==> src/rtl/spca_pkg.sv <==
`timescale 1ns / 1ps
`default_nettype none
// ----------------------------------------------------------------------------
// spca_pkg: shared types and codes for the spin pair correlation accumulator
// Holds opcodes, status codes and the command beat passed from front to back.
// ----------------------------------------------------------------------------
package spca_pkg;
    localparam logic [1:0] OP_ACC   = 2'd0;
    localparam logic [1:0] OP_QUERY = 2'd1;
    localparam logic [1:0] OP_CLEAR = 2'd2;

    localparam logic [1:0] ST_OK     = 2'd0;
    localparam logic [1:0] ST_EMPTY  = 2'd1;
    localparam logic [1:0] ST_RANGE  = 2'd2;

    // sample count limit; the count register is 16 bits wide
    localparam int MAX_SAMPLES = 65535;

    // classified command handed to the back end
    typedef struct packed {
        logic [1:0]  op;
        logic        range_err;
        logic        swap;
        logic [31:0] spin_bits;
        logic [4:0]  idx_a;
        logic [4:0]  idx_b;
    } t_cmd;
endpackage
`default_nettype wire

==> src/rtl/spca_front.sv <==
`timescale 1ns / 1ps
`default_nettype none
// ----------------------------------------------------------------------------
// spca_front: command intake and classification
// Accepts commands, drops unused opcodes, range checks query indices and
// pushes classified beats into a two-entry queue for the back end.
// ----------------------------------------------------------------------------
module spca_front import spca_pkg::*; #(
    parameter int SPINS = 32
) (
    input  wire logic        i_clk,
    input  wire logic        i_rst_n,
    input  wire logic        i_start,
    output logic             o_busy,
    input  wire logic [1:0]  i_op,
    input  wire logic [31:0] i_spin_bits,
    input  wire logic [4:0]  i_first_index,
    input  wire logic [4:0]  i_second_index,
    input  wire logic [5:0]  i_spins_in_use,
    output logic             o_cmd_valid,
    output t_cmd             o_cmd,
    input  wire logic        i_cmd_pop
);
    t_cmd       r_q [2];
    logic       r_wp, r_rp;
    logic [1:0] r_cnt;
    logic       w_push, w_err;

    assign o_busy      = (r_cnt == 2'd2);
    assign o_cmd_valid = (r_cnt != 2'd0);
    assign o_cmd       = r_q[r_rp];
    assign w_push      = i_start && !o_busy && (i_op != 2'd3);

    // index check against register and instantiated spin count
    always_comb begin
        w_err = ({1'b0, i_first_index} >= i_spins_in_use) ||
                ({1'b0, i_second_index} >= i_spins_in_use) ||
                (32'(i_first_index) >= 32'(SPINS)) ||
                (32'(i_second_index) >= 32'(SPINS));
    end

    // queue storage; indices kept ordered, swap marks a reversed query
    always_ff @(posedge i_clk) begin
        if (w_push) begin
            r_q[r_wp].op        <= i_op;
            r_q[r_wp].range_err <= w_err;
            r_q[r_wp].swap      <= (i_first_index > i_second_index);
            r_q[r_wp].spin_bits <= i_spin_bits;
            r_q[r_wp].idx_a     <= (i_first_index <= i_second_index) ?
                                   i_first_index : i_second_index;
            r_q[r_wp].idx_b     <= (i_first_index <= i_second_index) ?
                                   i_second_index : i_first_index;
        end
    end

    // queue pointers
    always_ff @(posedge i_clk) begin
        if (!i_rst_n) begin
            r_wp <= 1'b0; r_rp <= 1'b0; r_cnt <= 2'd0;
        end else begin
            if (w_push) r_wp <= ~r_wp;
            if (i_cmd_pop) r_rp <= ~r_rp;
            r_cnt <= r_cnt + {1'b0, w_push} - {1'b0, i_cmd_pop};
        end
    end
endmodule
`default_nettype wire

==> config.mk <==
export PLATFORM = sky130hd
export DESIGN_NAME = spca_front
export DESIGN_NICKNAME = d
export VERILOG_FILES = /design/src/rtl/spca_pkg.sv /design/src/rtl/spca_front.sv
export SDC_FILE = /design/constraint.sdc
export NUM_CORES = 1
export LEC_CHECK = 0
export BUFFER_PORTS_ARGS = -buffer_cell sky130_fd_sc_hd__buf_2
export CORE_ASPECT_RATIO = 0.75
export CORE_MARGIN = 1
export CORE_UTILIZATION = 57
export CTS_CLUSTER_SIZE = 10
export DETAILED_ROUTE_END_ITERATION = 12
export PLACE_DENSITY = 0.95
export SYNTH_ARGS = -nofsm -noshare
export SYNTH_HDL_FRONTEND = slang
export SYNTH_SLANG_ARGS = --single-unit
==> constraint.sdc <==
create_clock -name i_clk -period 6.18 [get_ports i_clk]
set_input_delay 0.309 -clock i_clk [delete_from_list [all_inputs] [get_ports i_clk]]
set_output_delay 0.309 -clock i_clk [all_outputs]
set_load 0.005 [all_outputs]
After elaboration in Yosys (flattened, before gate mapping)
Memories as Yosys holds them, arrays and structs flattened. A register that Yosys moved wholly into a read port is not among the register bits.
Cells that the tools add are included.

storage, ports and cells
  memories kept = 1
  memory bits (writable) = 92
  output and inout port bits = 48
  word-level logic and storage cells = 25
  input port bits = 54
  bits in registers = 4

operators by class
  bitwise operators = 2
  equal/unequal tests = 2
  $lt $le $gt $ge = 4
  multiplexer cells = 6
  add/subtract/negate cells = 2
  reduce and logical (&&, ||, !) cells = 5

memory list
  memory  words  width  read ports  clocked after Yosys merged registers in  wr ports  RTL line          text
  r_q     2      46     1           1                                        1         spca_front.sv:24  t_cmd r_q [2];

operator list
  kind                                        number
  greater-or-equal comparator 5 x 6 -> 1 bit  2
  two-way mux 5 bit                           2
  > comparator 5 bit                          1
  less-or-equal comparator 5 bit              1
  two-way mux 1 bit                           4
  adder 2 x 1 -> 2 bit                        1
  == test 2 bit (second input constant)       1
  logical AND 1 bit                           2
  != test 2 bit (second input constant)       1
  NOT 1 bit                                   2
  nonzero test 2 bit                          1
  subtractor 2 x 1 -> 2 bit                   1
  zero test 1 bit                             1
  logical OR 1 bit                            1

Logic depth before layout (Yosys ltp)
Gate-level depths: netlist of run 1.

  depth in word-level cells = 6
  depth in mapped cells = 8
  mapped depth without buffers = 8

Worst setup path before layout of run 1
Ideal clock, no wire load.

  kind = reg-to-reg
  start = register r_cnt[1]
  end = memory r_q[0][0] (netlist name) (enable)
  path buffers = 0
  stages on the path, launching flop included = 4
  setup time = 0.451 ns
  data arrival time = 2.632 ns
  period minus slack after synthesis = 3.083 ns
  setup slack = 3.097 ns
  data required time = 5.729 ns
  cell sequence = dfxtp_1 -> nor2b_1 -> nand3b_1 -> nor2_1

between the ends
  word-level cells in the longest chain between the ends = 6

RTL lines
  element                          RTL line          text
  start: declaration               spca_front.sv:26  logic [1:0] r_cnt;
  start signal: assignment         spca_front.sv:63  r_cnt <= r_cnt + {1'b0, w_push} - {1'b0, i_cmd_pop};
  == test 2 bit                    spca_front.sv:29  assign o_busy = (r_cnt == 2'd2);
  net o_busy                       spca_front.sv:14  output logic o_busy,
  zero test 1 bit                  spca_front.sv:32  assign w_push = i_start && !o_busy && (i_op != 2'd3);
  logical AND 1 bit (2 in series)  spca_front.sv:32
  two-way mux 1 bit                spca_front.sv:44  if (w_push) begin
  two-way mux 1 bit                spca_front.sv:51  r_q[r_wp].idx_b <= (i_first_index <= i_second_index) ?
  end: declaration                 spca_front.sv:24

The timed path passes the listed nets, and every way through them passes these cells.

==> qor.csv, run 1 <==
stage,metric,value,unit
critical_path,CP max-delay cell,dfxtp_2,
cts,CTS root buf,clkbuf_8,
synthesis,"area leader, netlist",edfxtp_1,
synthesis,Syn Area/Cell,18.0,µm²
grt,vias in the first global route,2191,
layout,layout cells sized above 1,0.537,
synthesis,Synth Flop Type,edfxtp_1,
layout,Layout Nets,403,
pwr,Design Power,0.00143,W
floorplanning,Die Y,74.9,µm
synthesis,Synth async-reset ratio,0,
sta,maximum clock frequency,433,MHz
min_path,HP Class,in2reg,
pwr,sw frac,0.251,
floorplanning,Starting Density,0.591,
sta,final hold violations,0,
floorplanning,Core Region,6830,µm²
synthesis,Synth Instances,224,
synthesis,most frequent cell after synthesis,edfxtp_1,
synthesis,Mapped Area,4040,µm²
floorplanning,Rows,26,
detailed_routing,DR WL/cell,15.9,µm
cts,CTS H-Tree Depth,3,
critical_path,Setup crit start kind,flip-flop,
critical_path,Crit path max-delay family,flip-flops,
synthesis,"flops & latches, synth",97,
sta,clock period minus worst slack,2.31,ns
detailed_routing,Vias,2253,
run_status,outcome,"complete, no violations",
detailed_routing,WL met2,3360,µm
grt,total track usage,0.185,
placement,port bufs,101,
grt,first-pass GRT wire length,9970,µm
cts,CTS tree,yes,
pwr,combinational share of power,0.163,
synthesis,number of synthesized flops with an enable pin,92,
grt,pin count of the biggest net entering global routing,48,
detailed_routing,final WL,6680,µm
synthesis,register area share after synthesis,0.709,
detailed_routing,first drt pass iteration count,4,
pwr,PD cells,297,nW/µm²
sta,total negative slack,0,ns
layout,number of diodes,0,
placement,RD Place Congestion,0.745,
critical_path,"Req. time, crit path",5.87,ns
sta,normalized max-slew margin,0.274,
pwr,maximum vdd drop,179,µV
detailed_routing,uppermost layer routed,met4,
cts,CTS Buffer Depth,2,
floorplanning,Ports,102,
pwr,Int Power,0.00107,W
detailed_routing,met1 wire length,2790,µm
sta,setup violators final,0,
pwr,sequential power share,0.575,
cts,TritonCTS Buffers,9,
critical_path,"Buf+Inv Stages, Crit Path",1,
synthesis,dominant cells by area after synthesis,"edfxtp_1 68%, mux2_2 13%, ha_1 5.3%",
synthesis,Synth top area share,0.684,
critical_path,crit-path max FO,46,
pwr,Leak Pwr,1.92,nW
critical_path,largest stage delay on the critical path,1.05,ns
detailed_routing,post-route ant nets,0,
layout,area grow syn2layout,19.5,%
detailed_routing,Residual DRC,0,
detailed_routing,DR vias/cell,5.35,
sta,unrepaired setup endpoints after global routing,false,
synthesis,post-synth net total,295,
critical_path,Setup CP Type,reg2out,
sta,Tightest Pin Transition,1.09,ns
critical_path,CP cell instances,mux2_2 -> buf_2,
detailed_routing,1st-iter DRT viols,52,
placement,Post-DP HPWL,4580,µm
critical_path,Crit. End Element,primary output,
pwr,Switching Power,0.000359,W
synthesis,Commonest cells post-synth,"92 x edfxtp_1, 47 x mux2_2, 17 x ha_1",
layout,Fillers,446,
cts,CTS resizes,0,
cts,cts hold-fix bufs,0,
synthesis,Synth cell types,32,
cts,post-CTS setup buffers,0,
pwr,Clock Power Share,0.262,
flow_run,MaxCap Viol Count,0,
cts,"Clk pin slew, worst setup/hold paths",0.10,ns
floorplanning,die area,7430,µm²
floorplanning,die width,99.2,µm
sta,clk_skew,0.0110,ns
sta,Final Slew Violations,0,
grt,initial antenna violation count,0,
grt,grt total ovfl,0,
synthesis,Ys Warns,0,
cts,Skew-Pair Late Insertion Delay,0.36,ns
detailed_routing,metal3 WL,448,µm
cts,clock sink count,97,
critical_path,CP arrival,2.00,ns
sta,final period utilization,0.373,
[worst register-to-register path, stage by stage, from the launching register on]
cell and delay (ns):
dfxtp_1 0.33, nor2b_1 0.13, nand3b_1 0.29, nor2_4 0.58
buf_4 0.44
[flip-flops by register name, summed over array words and instances (netlist names), named ones only]
register	count
r_cnt	2
r_rp	1
r_q	92
r_wp	1
[through the flow]
step	worst slack [ns]	area, µm²	utilization	instances	hold WS, ns
after floorplan	3.10	4040	-	224	0.408
after global placement	3.97	4640	0.680	405	0.497
after detailed placement	3.83	4640	0.680	405	0.502
after CTS	3.83	4830	0.706	421	0.119
after global routing	3.73	4830	0.706	421	0.109
final	3.87	4830	0.706	421	0.136
[cell type report]
class                           count  area [µm²]  share of cell area
Tap cell                           84         105              0.0218
Clock inverter                      7        58.8              0.0122
Clock buffer                        9         124              0.0257
Inverter                           13        48.8              0.0101
Timing Repair Buffer              103         520               0.108
Multi-Input combinational cell    108        1100               0.229
Sequential cell                    97        2860               0.593
[cells by family after synthesis]
| kind of cell | after synthesis | share of synthesized area |
|---|---|---|
| simple gates | 21 | 0.0291 |
| mux | 56 | 0.162 |
| xor+xnor | 3 | 0.00651 |
| compound gates | 11 | 0.0195 |
| buf+inv | 19 | 0.0211 |
| flops | 97 | 0.709 |
| fa+ha+maj | 17 | 0.0527 |
[final timing paths]
path,start,endpoint,slack (ns),depth (start not counted)
worst max-delay path,flip-flop,o_cmd[16],3.87,2
worst max register to register,r_cnt[1],r_q[1][15],4.06,4
worst min-delay path,i_spin_bits[26],r_q[0][36],0.14,1
worst min register to register,r_rp,r_rp,0.60,2
[power groups by stage]
stage | sequential [W] | combinational [W] | clock (W)
after floorplan | 0.000826 | 0.000147 | 0
after global placement | 0.000835 | 0.000225 | 0
after detailed placement | 0.000841 | 0.000235 | 0
after CTS | 0.000825 | 0.000237 | 0.000385
after global routing | 0.000832 | 0.000259 | 0.000407
final | 0.000824 | 0.000233 | 0.000375
[placed cells by master (no fill, tap or decap), drive strengths merged]
cell type	count
buf	103
edfxtp	92
mux2	54
ha	17
inv	17
clkbuf	9
and2	5
dfxtp	5
o21ai	3
nor2	3
nor2b	2
nand2	2
nand2b	2
nand3	2
mux2i	2
xnor2	2
a21oi	2
clkinv	2
nand3b	1
o211ai	1
a21o	1
and3	1
a2111oi	1
nor3	1
or3	1
a211oi	1
a31oi	1
or2	1
xor2	1
o21a	1
clkinvlp	1
[routing by layer]
metal,global-route usage,vias to the layer above
met4,0.0719,0
met3,0.0687,6
met2,0.333,80
met5,0,-
met1,0.205,1097
li1,-,1070
No activity file was read; power rests on OpenSTA's default activity.
==> inputs of run 2 (changes only) <==
CORE_UTILIZATION = 48   (was 57)
PLACE_DENSITY = 0.88   (was 0.95)
clock period = 1.9 ns   (was 6.18 ns; I/O delays follow)
==> run 2 against run 1 <==
Register-to-register slack worse by 3.8 ns. Sequential share of layout area down 5.5 points. Critical path depth up 6. Routed wire length up 4.8%. Clock-buffer cell count up 1.
==> qor.csv, run 2 (same netlist as run 1, synthesis figures left out) <==
stage,metric,value,unit
floorplanning,Ports,102,
layout,Layout Nets,445,
grt,initial antenna violation count,0,
critical_path,Setup CP Type,reg2reg,
pwr,Clock Power Share,0.267,
pwr,Int Power,0.00370,W
critical_path,CP arrival,1.91,ns
sta,normalized max-slew margin,0.761,
layout,cell area after layout,5320,µm²
sta,Final Slew Violations,0,
cts,clock sink count,97,
placement,Placed Area,4770,µm²
layout,layout cells sized above 1,0.493,
layout,largest reg by FF count,r_q,
detailed_routing,Residual DRC,0,
detailed_routing,final WL,7000,µm
sta,Tightest Pin Transition,0.350,ns
pwr,PD cells,911,nW/µm²
detailed_routing,post-route ant nets,0,
sta,min setup slack post-route,0.243,ns
pwr,combinational share of power,0.189,
floorplanning,Rows,28,
grt,grt total ovfl,0,
layout,biggest regs,"r_q x92, r_cnt x2",
detailed_routing,DR WL/cell,14.5,µm
sta,setup violators final,0,
cts,CTS Buffer Depth,2,
grt,first-pass GRT wire length,10900,µm
critical_path,"Req. time, crit path",2.15,ns
sta,final hold violations,0,
run_status,outcome,"complete, no violations",
critical_path,Crit. End Element,flip-flop,
sta,clock period minus worst slack,1.66,ns
min_path,Hold Path Origin,i_spins_in_use[5],
cts,CTS root buf,clkbuf_8,
grt,pin count of the biggest net entering global routing,26,
pwr,Leak Pwr,2.12,nW
grt,vias in the first global route,2316,
min_path,HP Class,in2reg,
floorplanning,die area,8790,µm²
layout,final cell count without fillers,484,
cts,CTS resizes,0,
layout,area grow syn2layout,31.6,%
floorplanning,die width,108,µm
floorplanning,Die Y,81.4,µm
floorplanning,Core Region,8020,µm²
grt,total track usage,0.172,
floorplanning,Starting Density,0.503,
cts,"Clk pin slew, worst setup/hold paths",0.09,ns
placement,setup slack at placement,0.159,ns
layout,"commonest non-fill, non-tap cell in the layout",buf_2,
critical_path,worst setup path start,r_cnt[1],
sta,final period utilization,0.872,
sta,maximum clock frequency,604,MHz
layout,most frequent cells in the layout,"101 x buf_2, 92 x edfxtp_1, 47 x mux2_2",
placement,RD Place Congestion,0.725,
cts,post-CTS setup buffers,0,
critical_path,r2r startpoint,r_cnt[1],
layout,max FFs per register,92,
sta,total negative slack,0,ns
pwr,Design Power,0.00484,W
cts,CTS tree,yes,
critical_path,crit-path max FO,3,
placement,Post-DP HPWL,4800,µm
cts,Skew-Pair Late Insertion Delay,0.36,ns
pwr,sequential power share,0.545,
flow_run,MaxCap Viol Count,0,
placement,port bufs,101,
sta,unrepaired setup endpoints after global routing,false,
detailed_routing,first drt pass iteration count,4,
cts,CTS H-Tree Depth,3,
pwr,sw frac,0.236,
detailed_routing,DR vias/cell,4.89,
pwr,Switching Power,0.00115,W
placement,placed insts,433,
pwr,maximum vdd drop,810,µV
cts,TritonCTS Buffers,9,
layout,number of diodes,0,
detailed_routing,1st-iter DRT viols,81,
detailed_routing,Vias,2367,
sta,clk_skew,0.00871,ns
critical_path,Setup crit start kind,flip-flop,
==> run 2: final timing paths <==
path | end | slack, ns | cells past startpoint
max | r_cnt[1] | 0.24 | 8
min | r_q[1][43] | 0.03 | 2
min reg2reg | flip-flop | 0.58 | 2
max reg2reg | r_cnt[1] | 0.24 | 8
==> run 2: power groups by stage <==
stage | Clock [W] | Sequential [W] | Combinational [W]
3_3_place_gp | 0 | 0.00268 | 0.000845
3_5_place_dp | 0 | 0.00269 | 0.000868
6_report | 0.00129 | 0.00264 | 0.000914
4_1_cts | 0.00133 | 0.00264 | 0.000931
2_1_floorplan | 0 | 0.00268 | 0.000483
5_1_grt | 0.00142 | 0.00266 | 0.00101
==> run 2: cell type report <==
| type | count | area (µm²) |
|---|---|---|
| clock buffers | 10 | 128 |
| clock inverters | 6 | 65.1 |
| fillers | 605 | 2710 |
| inverters | 13 | 48.8 |
| multi-input cells | 108 | 1100 |
| flip-flops and latches | 97 | 2860 |
| well taps | 105 | 131 |
| repair buffers | 145 | 973 |
==> run 2: critical path: stages (launching register included) <==
cell      delay, ns
dfxtp_1        0.33
nor2b_1        0.14
nand3b_1       0.19
ha_1           0.29
inv_1          0.04
ha_1           0.18
xnor2_1        0.13
xnor2_1        0.13
and2_1         0.15
==> run 2: through the flow <==
step | util | hold WS [ns]
2_1_floorplan | - | 0.194
3_3_place_gp | 0.595 | 0.283
3_5_place_dp | 0.595 | 0.287
4_1_cts | 0.663 | 0.000523
5_1_grt | 0.663 | 0.0192
6_report | 0.663 | 0.0339
==> run 2: repair_timing <==
item	CTS	global route
setup endpoints to repair	0	0
hold buffers	35	0
endpoints found under the hold margin	73	0
==> run 2: routing by layer <==
| layer | share of wire | up-vias | track usage |
|---|---|---|---|
| li1 | - | 1150 | - |
| met1 | 0.43 | 1131 | 0.197 |
| met2 | 0.49 | 76 | 0.301 |
| met3 | 0.059 | 10 | 0.0548 |
| met4 | 0.016 | 0 | 0.0699 |
| met5 | 0 | - | 0 |
